`src/escaped_frame_receiver_top_macros.svh`:
```
// Assertion macros for the escaped frame receiver.
// Used by escaped_frame_receiver_top; needs no other file.
`ifndef ESCAPED_FRAME_RECEIVER_TOP_MACROS_SVH
`define ESCAPED_FRAME_RECEIVER_TOP_MACROS_SVH

// Same-cycle implication, disabled while reset is held
`define EFR_ASSERT_IMPL(label, clk, rst_n, ante, cons, msg) \
    label: assert property (@(posedge clk) disable iff (!(rst_n)) (ante) |-> (cons)) \
        else $error(msg);

// Next-cycle implication, disabled while reset is held
`define EFR_ASSERT_NEXT(label, clk, rst_n, ante, cons, msg) \
    label: assert property (@(posedge clk) disable iff (!(rst_n)) (ante) |=> (cons)) \
        else $error(msg);

`endif

```
`src/efr_pkg.sv`:
```
// Shared constants, register indexes and controller/datapath structs
// for the escaped frame receiver. No dependencies.
package efr_pkg;

    localparam int CONTENT_DEPTH_DEF = 64;
    localparam int FRAME_OVERHEAD    = 3;
    localparam int MAX_PAYLOAD       = 61;

    localparam int BYTE_W   = 8;
    localparam int SIZE_W   = 6;
    localparam int IDX_W    = 6;
    localparam int CFG_IDX_W = 2;
    localparam int OUT_DATA_W = 32;

    // Configuration register indexes
    localparam logic [CFG_IDX_W-1:0] REG_ESCAPE  = 2'd0;
    localparam logic [CFG_IDX_W-1:0] REG_START   = 2'd1;
    localparam logic [CFG_IDX_W-1:0] REG_STOP    = 2'd2;
    localparam logic [CFG_IDX_W-1:0] REG_LITERAL = 2'd3;

    // Register reset values
    localparam logic [BYTE_W-1:0] ESCAPE_RST  = 8'd27;
    localparam logic [BYTE_W-1:0] START_RST   = 8'd2;
    localparam logic [BYTE_W-1:0] STOP_RST    = 8'd3;
    localparam logic [BYTE_W-1:0] LITERAL_RST = 8'd0;

    // Commands from controller to datapath
    typedef struct packed {
        logic store;       // store the received byte
        logic store_esc;   // store the escape code as a literal
        logic clear;       // empty the content store
        logic drain_init;  // rewind the payload read index
        logic rd;          // read the payload byte at the index
        logic load;        // load a payload result into the output register
        logic load_empty;  // load the empty-payload result
    } t_dp_cmd;

    // Status from datapath to controller
    typedef struct packed {
        logic is_esc;
        logic is_start;
        logic is_stop;
        logic is_lit;
        logic frame_ok;
        logic size_zero;
        logic last_read;
        logic out_busy;
    } t_dp_status;

endpackage

```
`src/escaped_frame_receiver_top.sv`:
```
// Escaped frame receiver: one link byte per transfer in, one result per
// payload byte out. After an accepted stop code, the first result passes the
// S_READ and S_LOAD states (S_EMPTY if empty) and the output register.
// Throughput: one input byte per cycle while idle; the input is held off while a
// frame drains (a memory read and output load per byte, only a load if empty) and
// while a load waits on a stalled output. Reset is synchronous: it clears control
// state and the code registers; the content memory is not cleared.
`include "escaped_frame_receiver_top_macros.svh"

module escaped_frame_receiver_top #(
    parameter int CONTENT_DEPTH = efr_pkg::CONTENT_DEPTH_DEF
) (
    input  logic                                 i_clk,
    input  logic                                 i_rst_n,
    // configuration write port
    input  logic                                 i_cfg_we,
    input  logic [efr_pkg::CFG_IDX_W-1:0]        i_cfg_index,
    input  logic [efr_pkg::BYTE_W-1:0]           i_cfg_wdata,
    // input stream
    input  logic                                 i_s_axis_tvalid,
    output logic                                 o_s_axis_tready,
    input  logic [efr_pkg::BYTE_W-1:0]           i_s_axis_tdata,   // [7:0] rx_byte
    // output stream
    output logic                                 o_m_axis_tvalid,
    input  logic                                 i_m_axis_tready,
    // [7:0] packet_id, [13:8] payload_size, [21:14] data_byte,
    // [27:22] byte_index, [31:28] zero
    output logic [efr_pkg::OUT_DATA_W-1:0]       o_m_axis_tdata,
    output logic                                 o_m_axis_tuser,   // [0] has_data
    output logic                                 o_m_axis_tlast
);
    import efr_pkg::*;

    t_dp_cmd           w_cmd;
    t_dp_status        w_sts;
    logic [BYTE_W-1:0] w_packet_id;
    logic [SIZE_W-1:0] w_payload_size;
    logic [BYTE_W-1:0] w_data_byte;
    logic [IDX_W-1:0]  w_byte_index;

    efr_ctrl u_ctrl (
        .i_clk     (i_clk),
        .i_rst_n   (i_rst_n),
        .i_s_valid (i_s_axis_tvalid),
        .o_s_ready (o_s_axis_tready),
        .i_sts     (w_sts),
        .o_cmd     (w_cmd)
    );

    efr_datapath #(
        .CONTENT_DEPTH (CONTENT_DEPTH)
    ) u_datapath (
        .i_clk          (i_clk),
        .i_rst_n        (i_rst_n),
        .i_cfg_we       (i_cfg_we),
        .i_cfg_index    (i_cfg_index),
        .i_cfg_wdata    (i_cfg_wdata),
        .i_byte         (i_s_axis_tdata),
        .i_cmd          (w_cmd),
        .o_sts          (w_sts),
        .i_m_ready      (i_m_axis_tready),
        .o_m_valid      (o_m_axis_tvalid),
        .o_packet_id    (w_packet_id),
        .o_payload_size (w_payload_size),
        .o_data_byte    (w_data_byte),
        .o_byte_index   (w_byte_index),
        .o_has_data     (o_m_axis_tuser),
        .o_last         (o_m_axis_tlast)
    );

    // Pack the result fields, lowest first
    assign o_m_axis_tdata = {4'b0000, w_byte_index, w_data_byte, w_payload_size, w_packet_id};

    // A non-final result is only shown mid-drain, with the input held off
    `EFR_ASSERT_IMPL(a_drain_blocks_input, i_clk, i_rst_n,
        o_m_axis_tvalid && !o_m_axis_tlast, !o_s_axis_tready,
        "input ready while a frame is draining")
    // An accepted frame holds the input off on the next cycle
    `EFR_ASSERT_NEXT(a_accept_starts_drain, i_clk, i_rst_n,
        w_cmd.drain_init, !o_s_axis_tready,
        "accepted frame did not start a drain")
    // An empty-payload result is always the last of its run
    `EFR_ASSERT_IMPL(a_empty_is_last, i_clk, i_rst_n,
        o_m_axis_tvalid && !o_m_axis_tuser, o_m_axis_tlast,
        "empty-payload result without last mark")

endmodule

```
`src/efr_ctrl.sv`:
```
// Controller for the escaped frame receiver: escape/frame tracking and
// the payload drain sequence. Depends on efr_pkg.
module efr_ctrl (
    input  logic                i_clk,
    input  logic                i_rst_n,
    input  logic                i_s_valid,
    output logic                o_s_ready,
    input  efr_pkg::t_dp_status i_sts,
    output efr_pkg::t_dp_cmd    o_cmd
);
    import efr_pkg::*;

    typedef enum logic [1:0] {
        S_IDLE,
        S_READ,
        S_LOAD,
        S_EMPTY
    } t_state;

    t_state r_state, n_state;
    logic   r_armed, n_armed;
    logic   r_open,  n_open;
    logic   w_accept;

    assign o_s_ready = (r_state == S_IDLE);
    assign w_accept  = i_s_valid && o_s_ready;

    // Decode the accepted byte and sequence the drain
    always_comb begin
        n_state = r_state;
        n_armed = r_armed;
        n_open  = r_open;
        o_cmd   = '0;
        case (r_state)
            S_IDLE: begin
                if (w_accept) begin
                    if (i_sts.is_esc) begin
                        n_armed = 1'b1;
                    end else if (r_armed) begin
                        n_armed = 1'b0;
                        if (i_sts.is_start) begin
                            n_open      = 1'b1;
                            o_cmd.clear = 1'b1;
                        end else if (i_sts.is_stop) begin
                            n_open      = 1'b0;
                            o_cmd.clear = 1'b1;
                            if (i_sts.frame_ok) begin
                                o_cmd.drain_init = 1'b1;
                                n_state = i_sts.size_zero ? S_EMPTY : S_READ;
                            end
                        end else if (i_sts.is_lit) begin
                            o_cmd.store_esc = r_open;
                        end
                    end else begin
                        o_cmd.store = r_open;
                    end
                end
            end
            S_READ: begin
                o_cmd.rd = 1'b1;
                n_state  = S_LOAD;
            end
            S_LOAD: begin
                if (!i_sts.out_busy) begin
                    o_cmd.load = 1'b1;
                    n_state    = i_sts.last_read ? S_IDLE : S_READ;
                end
            end
            S_EMPTY: begin
                if (!i_sts.out_busy) begin
                    o_cmd.load_empty = 1'b1;
                    n_state          = S_IDLE;
                end
            end
            default: begin
                n_state = S_IDLE;
            end
        endcase
    end

    // Hold state and flags
    always_ff @(posedge i_clk) begin
        if (!i_rst_n) begin
            r_state <= S_IDLE;
            r_armed <= 1'b0;
            r_open  <= 1'b0;
        end else begin
            r_state <= n_state;
            r_armed <= n_armed;
            r_open  <= n_open;
        end
    end

endmodule

```
`src/efr_datapath.sv`:
```
// Datapath for the escaped frame receiver: code registers, content memory,
// running checksum, frame check and output register. Depends on efr_pkg.
module efr_datapath #(
    parameter int CONTENT_DEPTH = efr_pkg::CONTENT_DEPTH_DEF
) (
    input  logic                                i_clk,
    input  logic                                i_rst_n,
    input  logic                                i_cfg_we,
    input  logic [efr_pkg::CFG_IDX_W-1:0]       i_cfg_index,
    input  logic [efr_pkg::BYTE_W-1:0]          i_cfg_wdata,
    input  logic [efr_pkg::BYTE_W-1:0]          i_byte,
    input  efr_pkg::t_dp_cmd                    i_cmd,
    output efr_pkg::t_dp_status                 o_sts,
    input  logic                                i_m_ready,
    output logic                                o_m_valid,
    output logic [efr_pkg::BYTE_W-1:0]          o_packet_id,
    output logic [efr_pkg::SIZE_W-1:0]          o_payload_size,
    output logic [efr_pkg::BYTE_W-1:0]          o_data_byte,
    output logic [efr_pkg::IDX_W-1:0]           o_byte_index,
    output logic                                o_has_data,
    output logic                                o_last
);
    import efr_pkg::*;

    localparam int AW = $clog2(CONTENT_DEPTH);
    localparam int CW = $clog2(CONTENT_DEPTH + 1);

    logic [BYTE_W-1:0] r_esc, r_start, r_stop, r_lit;
    logic [CW-1:0]     r_count;
    logic [BYTE_W-1:0] r_acc;
    logic [BYTE_W-1:0] r_id;
    logic [BYTE_W-1:0] r_size;
    logic [IDX_W-1:0]  r_idx;
    logic [BYTE_W-1:0] r_rd_data;
    logic [BYTE_W-1:0] r_mem [CONTENT_DEPTH];

    logic              w_full;
    logic              w_wr;
    logic [BYTE_W-1:0] w_wr_byte;
    logic [8:0]        w_rd_addr9;
    logic [AW-1:0]     w_rd_addr;

    // Configuration registers
    always_ff @(posedge i_clk) begin
        if (!i_rst_n) begin
            r_esc   <= ESCAPE_RST;
            r_start <= START_RST;
            r_stop  <= STOP_RST;
            r_lit   <= LITERAL_RST;
        end else if (i_cfg_we) begin
            case (i_cfg_index)
                REG_ESCAPE:  r_esc   <= i_cfg_wdata;
                REG_START:   r_start <= i_cfg_wdata;
                REG_STOP:    r_stop  <= i_cfg_wdata;
                REG_LITERAL: r_lit   <= i_cfg_wdata;
                default: ;
            endcase
        end
    end

    // Drop bytes silently once the store is full
    assign w_full    = (r_count == CW'(CONTENT_DEPTH));
    assign w_wr      = (i_cmd.store || i_cmd.store_esc) && !w_full;
    assign w_wr_byte = i_cmd.store_esc ? r_esc : i_byte;

    // Fill count, id/size capture and checksum over payload plus check byte
    always_ff @(posedge i_clk) begin
        if (!i_rst_n) begin
            r_count <= '0;
            r_acc   <= '0;
        end else if (i_cmd.clear) begin
            r_count <= '0;
            r_acc   <= '0;
        end else if (w_wr) begin
            r_count <= r_count + CW'(1);
            if (r_count >= CW'(2)) begin
                r_acc <= r_acc ^ w_wr_byte;
            end
        end
    end

    always_ff @(posedge i_clk) begin
        if (w_wr && r_count == CW'(0)) begin
            r_id <= w_wr_byte;
        end
        if (w_wr && r_count == CW'(1)) begin
            r_size <= w_wr_byte;
        end
    end

    // Content memory: one write port, one registered read port
    assign w_rd_addr9 = {3'b000, r_idx} + 9'd2;
    assign w_rd_addr  = w_rd_addr9[AW-1:0];

    always_ff @(posedge i_clk) begin
        if (w_wr) begin
            r_mem[r_count[AW-1:0]] <= w_wr_byte;
        end
        if (i_cmd.rd) begin
            r_rd_data <= r_mem[w_rd_addr];
        end
    end

    // Payload read index
    always_ff @(posedge i_clk) begin
        if (i_cmd.drain_init) begin
            r_idx <= '0;
        end else if (i_cmd.load) begin
            r_idx <= r_idx + IDX_W'(1);
        end
    end

    // Output register, freed when the downstream side takes the transfer
    always_ff @(posedge i_clk) begin
        if (!i_rst_n) begin
            o_m_valid <= 1'b0;
        end else if (i_cmd.load || i_cmd.load_empty) begin
            o_m_valid <= 1'b1;
        end else if (i_m_ready) begin
            o_m_valid <= 1'b0;
        end
    end

    always_ff @(posedge i_clk) begin
        if (i_cmd.load) begin
            o_packet_id    <= r_id;
            o_payload_size <= r_size[SIZE_W-1:0];
            o_data_byte    <= r_rd_data;
            o_byte_index   <= r_idx;
            o_has_data     <= 1'b1;
            o_last         <= o_sts.last_read;
        end else if (i_cmd.load_empty) begin
            o_packet_id    <= r_id;
            o_payload_size <= '0;
            o_data_byte    <= '0;
            o_byte_index   <= '0;
            o_has_data     <= 1'b0;
            o_last         <= 1'b1;
        end
    end

    // Status toward the controller
    always_comb begin
        o_sts.is_esc    = (i_byte == r_esc);
        o_sts.is_start  = (i_byte == r_start);
        o_sts.is_stop   = (i_byte == r_stop);
        o_sts.is_lit    = (i_byte == r_lit);
        o_sts.frame_ok  = (10'(r_count) == 10'(r_size) + 10'(FRAME_OVERHEAD))
                          && (r_size <= BYTE_W'(MAX_PAYLOAD))
                          && (r_acc == '0);
        o_sts.size_zero = (r_size == '0);
        o_sts.last_read = (({2'b00, r_idx} + 8'd1) == r_size);
        o_sts.out_busy  = o_m_valid && !i_m_ready;
    end

endmodule

```
`config.mk`:
```
export PLATFORM = sky130hd
export DESIGN_NAME = escaped_frame_receiver_top
export DESIGN_NICKNAME = d
export VERILOG_FILES = /design/src/efr_pkg.sv /design/src/escaped_frame_receiver_top.sv /design/src/efr_ctrl.sv /design/src/efr_datapath.sv
export VERILOG_INCLUDE_DIRS = /design/src /design/src/src
export SDC_FILE = /design/constraint.sdc
export NUM_CORES = 1
export LEC_CHECK = 0
export BUFFER_PORTS_ARGS = -buffer_cell sky130_fd_sc_hd__buf_2
export CAP_MARGIN = 0
export CELL_PAD_IN_SITES_DETAIL_PLACEMENT = 1
export CELL_PAD_IN_SITES_GLOBAL_PLACEMENT = 1
export CORE_ASPECT_RATIO = 0.75
export CORE_MARGIN = 8
export CORE_UTILIZATION = 50
export CTS_CLUSTER_DIAMETER = 60
export CTS_CLUSTER_SIZE = 30
export DETAILED_ROUTE_END_ITERATION = 8
export GPL_ROUTABILITY_DRIVEN = 0
export GPL_TIMING_DRIVEN = 0
export PLACE_DENSITY_LB_ADDON = 0.1
export SYNTH_ARGS = -nofsm -noshare
export SYNTH_HDL_FRONTEND = slang
export SYNTH_HIERARCHICAL = 1
export SYNTH_SLANG_ARGS = --single-unit
```
`constraint.sdc`:
```
create_clock -name i_clk -period 4.83 [get_ports i_clk]
set_clock_uncertainty 0.05 [all_clocks]
set_input_delay 0.966 -clock i_clk [delete_from_list [all_inputs] [get_ports i_clk]]
set_output_delay 0.966 -clock i_clk [all_outputs]
set_load 0.05 [all_outputs]
```
After elaboration in Yosys (flattened, before gate mapping)
Memory sizes are Yosys's and may differ from the RTL's. A register that Yosys moved wholly into a read port is not among the register bits.
Cells that the tools add are included.
{"block": "totals", "register_bits": 104, "ramBits": 512, "in_bits": 23, "output_inout_bits": 36, "elab_cells": 124, "n_memories": 1}
{"block": "op_classes", "n_addsub": 5, "magnitude_cmp": 2, "n_eq_ne": 22, "mux": 44, "bitwise": 3, "reduce_logical": 28}
{"memory": "u_datapath.r_mem", "depth": 64, "word_bits": 8, "rd": 1, "rd_ports_with_merged_regs": 1, "wr": 1, "line": "efr_datapath.sv:35", "rtl": "logic [BYTE_W-1:0] r_mem [CONTENT_DEPTH];"}
{"operator": "equality test 8 bit", "count": 5}
{"operator": "two-way mux 8 bit", "count": 5}
{"operator": "two-way mux 1 bit", "count": 21}
{"operator": "two-way mux 2 bit", "count": 10}
{"operator": "two-way mux 6 bit", "count": 3}
{"operator": "logical NOT 8 bit", "count": 2}
{"operator": "!= test 2 bit, second input constant", "count": 8}
{"operator": "two-way mux 4 bit", "count": 3}
{"operator": "AND reduction 2 bit", "count": 6}
{"operator": "equality test 7 x 10 -> 1 bit", "count": 1}
{"operator": "adder 8 x 2 -> 9 bit, second input constant", "count": 1}
{"operator": "equality test 2 bit, second input constant", "count": 4}
{"operator": "less-or-equal comparator 8 x 6 -> 1 bit, second input constant", "count": 1}
{"operator": "case mux 2 bit (4 select lines)", "count": 1}
{"operator": "AND reduction 8 bit", "count": 1}
{"operator": "XOR 8 bit", "count": 1}
{"operator": "adder 6 x 1 -> 7 bit, second input constant", "count": 1}
{"operator": "adder 7 x 1 -> 7 bit, second input constant", "count": 1}
{"operator": "equality test 7 x 1 -> 1 bit, second input constant", "count": 1}
{"operator": "equality test 7 bit, second input constant", "count": 1}
{"operator": "greater-or-equal comparator 7 x 2 -> 1 bit, second input constant", "count": 1}
{"operator": "logical AND 1 bit", "count": 7}
{"operator": "logical NOT 7 bit", "count": 1}
{"operator": "adder 6 x 1 -> 6 bit, second input constant", "count": 1}
{"operator": "10 further kinds", "count": 17}

Longest topological paths before layout
{"block": "depth", "word_depth": 15, "mapped_depth": 14, "ltp_nobuf": 11}

Hierarchy
The synthesis kept the hierarchy.
{"mod": "efr_datapath", "instances": 1, "cells_each": 1338, "area_each_um2": 24678.7, "seq_area_each_um2": 18067.3}
{"mod": "efr_ctrl", "instances": 1, "cells_each": 34, "area_each_um2": 259.0, "seq_area_each_um2": 80.1}
{"mod": "escaped_frame_receiver_top", "instances": 1, "cells_each": 5, "area_each_um2": 33.8, "seq_area_each_um2": 0.0}

Worst setup path before layout
No wires, ideal clock.
{"block": "synth_path", "kind": "input port to flip-flop", "start": "input i_s_axis_tdata[4] in the netlist's numbering", "end": "memory u_datapath.r_mem[59][0] (enable)", "setup_time_ps": 371, "t_arrival_ps": 3306, "required_ps": 4409, "slack_ps": 1103, "cell_stages": 12, "n_path_buf": 2, "cell_sequence": "clkbuf_1 -> xnor2_1 -> nand4_1 -> nor2_1 -> and3b_1 -> nand2_1 -> nor2_1 -> buf_2 -> nor2_1 -> a311oi_1 -> nand3_1 -> nor2_1"}
{"element": "start: declaration", "line": "escaped_frame_receiver_top.sv:22", "rtl": "input logic [efr_pkg::BYTE_W-1:0] i_s_axis_tdata,"}
{"element": "end: declaration", "line": "efr_datapath.sv:35"}

==> run summary <==
critical path cell sequence: clkbuf_1 > xnor2_1 > nand4_1 > nor2_1 > and3b_1 > nand2_1 > nor2_1 > buf_2 > nor2_1 > a311oi_1 > nand3_1 > nor2_2
DRC viols: 0
Yosys top cell by area: edfxtp_1
GRT overflow: 0
crit path capture type: register
warning count from the yosys run: 6
final setup vio count: 0
clk sinks: 624
share of the synthesized area in the top cell type: 0.679
Antenna Nets Post-Route: 0
final core occ: 0.554
root buffer cell: clkbuf_16
Clock Path Buffers: 3
worst path required time: 5000 ps
die area: 57400 sq um
Reg2Reg Depth: 11
most numerous cell in the Yosys netlist: edfxtp_1
register area share after synthesis: 0.727
max_slew headroom: 0.0455
Ports: 59
vias: 13200
Bufs and invs on worst path: 2
CP delay by family, top: simple AND/OR/NAND/NOR gates
DRT Pass-1 Iters: 5
synth-to-layout area growth: 10.3%
number of synthesized flops with an enable pin: 565
synth top area cells: edfxtp_1 (68%), mux4_2 (12%), dfxtp_1 (4.7%)
CP most frequent cell: nor2_1
Initial Utilization: 0.502
share of post-route cells with drive strength above 1: 0.217
# rows: 71
initial antenna violation count: 1
critical-path maximum fanout: 9
# nets final: 1499
Hold Violations, Final: 0
kind of critical path: in2reg
Setup crit end: u_datapath/r_mem[19][4]
DP Wirelength: 42.5 mm
Layout fillers: 4499
WP data arrival: 4980 ps
R2R Path Start: u_datapath/r_esc[7]
die height: 210 um
Diodes inserted: 0
H-tree levels: 2
largest net degree at the start of global routing: 68
R2R Path End: u_datapath/r_mem[19][4]
period utilization: 0.997
Crit-path slowest cell: nand3_1
CTS tree: built
Final min period: 4810 ps
Post-Synthesis Cell Area: 25000 sq um
ys flop type: edfxtp_1
max reg flops: 512
critical path depth in cells: 12
Startpoint Class: input pin
total wire length: 64.8 mm
Global Route Usage Sum: 0.223
insertion delay to the later sink of the worst-skew pair: 600 ps
Hold WC Path Type: reg2reg
Yosys reg bits: 624
LEAKAGE: 8.67 nW
Mean Syn Cell Area: 18.1 sq um
Iter 0 DRT Violations: 1394
Fmax: 208 MHz
port bufs: 46
critical path startpoint: i_s_axis_tdata[0]
RSZ-0062 raised after global routing: yes
Num CTS Buffers: 38
status: completed
Worst-path clk slew: 80 ps
Critical Path Max Stage Delay: 850 ps
vias in the first global route: 13300
core region area: 49700 sq um
first-pass GRT wire length: 93.1 mm
maximum vdd drop: 0.233 mV
routed len/inst: 30.1 um
distinct cell type count of the synthesized netlist: 61
via/cell ratio: 6.14
R2R setup slack: 330 ps
maxcap violations: 0
Async SR Flop Fraction: 0
die width: 274 um
Power Density: 440 nW/um^2
worst slew pin tran: 1430 ps
Synth top cells by count: edfxtp_1 (565), mux4_2 (128), nor2_1 (107), nand2_1 (63), dfxtp_1 (59)
hold_buf cts: 0
pins over their slew limit: 0
Total Power: 12.1 mW
synthesized instance count: 1377
[cell type report]
| class | instances | area (sq um) | share of cell area |
|---|---|---|---|
| sequential | 624 | 18100 | 0.659 |
| multi-input combinational | 661 | 6460 | 0.234 |
| clock buffer | 46 | 1080 | 0.0391 |
| tap | 657 | 822 | 0.0298 |
| buffer | 84 | 450 | 0.0163 |
| clock inverter | 23 | 322 | 0.0117 |
| timing repair buffer | 47 | 238 | 0.00863 |
| inverter | 11 | 41.3 | 0.00150 |
[layer usage]
layer / wire length [um] / GRT usage / vias up
met3: 4670 / 0.0373 / 68
met5: 0 / 0 / -
met2: 29000 / 0.330 / 472
li1: - / - / 5631
met1: 30000 / 0.345 / 7039
met4: 1200 / 0.0497 / 0
[where the power goes]
group          internal (mW)  switching, mW  total, mW  leakage (nW)
logic                   1.12           1.32       2.44          2.42
clock network           1.78           1.99       3.77         0.676
registers               5.90         0.0183       5.92          5.57
[per-stage QoR]
stage / setup slack, ps / cell area (sq um) / setup TNS, ps / cells / hold WS (ps)
final: 15.9 / 27600 / 0 / 2153 / 378
after global routing: -125 / 27600 / -5780 / 2153 / 391
after CTS: 103 / 27500 / 0 / 2153 / 376
after detailed placement: -530 / 26100 / -107920 / 2084 / 356
after global placement: -437 / 26000 / -77710 / 2083 / 357
after floorplan: 1100 / 25000 / 0 / 1380 / 350
[layout by cell type, fill, tap and decap left out, types with 5 or more instances in the layout]
master and n:
a21boi_0 13, a21o_1 9, a21oi_1 8, a221oi_1 8, a22o_1 40, a22oi_1 16
and2_1 22, buf_1 5, buf_2 62, buf_4 7, buf_6 8, clkbuf_1 50
clkbuf_16 42, clkinv_8 6, dfxtp_1 59, edfxtp_1 565, ha_1 9, inv_1 11
inv_12 5, mux2_4 6, mux2i_1 20, mux4_2 128, nand2_1 63, nand3_1 21
nand4_1 12, nor2_1 75, nor2_2 32, nor2b_1 14, nor3_1 8, nor4_1 5
o2111ai_1 9, o21ai_0 5, o22ai_1 17, xnor2_1 47, xor2_1 23
[cell families after synthesis]
group,Yosys count,synth area share
AOI/OAI and AO/OA,140,0.0433
xor gates and xnor gates,70,0.0246
adders and majority gates,9,0.00451
buffers and inverters,95,0.0197
DFF,624,0.727
muxes,156,0.127
other,1,0.000150
and+or+nand+nor,282,0.0540
[worst min path at each step]
stage                                  start                         to  slack (ps)  cells after the start
after floorplan           u_datapath/r_id[0]  u_datapath/o_packet_id[0]         350                      0
after global placement    u_datapath/r_id[3]  u_datapath/o_packet_id[3]         360                      0
after detailed placement  u_datapath/r_id[4]  u_datapath/o_packet_id[4]         360                      0
after CTS                 u_datapath/r_id[4]  u_datapath/o_packet_id[4]         380                      0
after global routing      u_datapath/r_id[6]  u_datapath/o_packet_id[6]         390                      0
final                     u_datapath/r_id[4]  u_datapath/o_packet_id[4]         380                      0
[worst reg2reg max path, cell delays in order (launching register included)]
cell	delay [ps]
dfxtp_1	340
xnor2_1	140
nand4_1	200
nor2_1	130
and3b_1	330
nand2_1	140
nor2_1	110
buf_2	320
nor2_1	170
a311oi_1	590
nand3_1	850
nor2_2	750
[timing repair]
action | in CTS | in global routing
endpoints found under the setup margin | 0 | 182
gates resized for setup | 0 | 32
setup buffers | 0 | 0
Note: power is estimated with default switching activity, not from simulation.
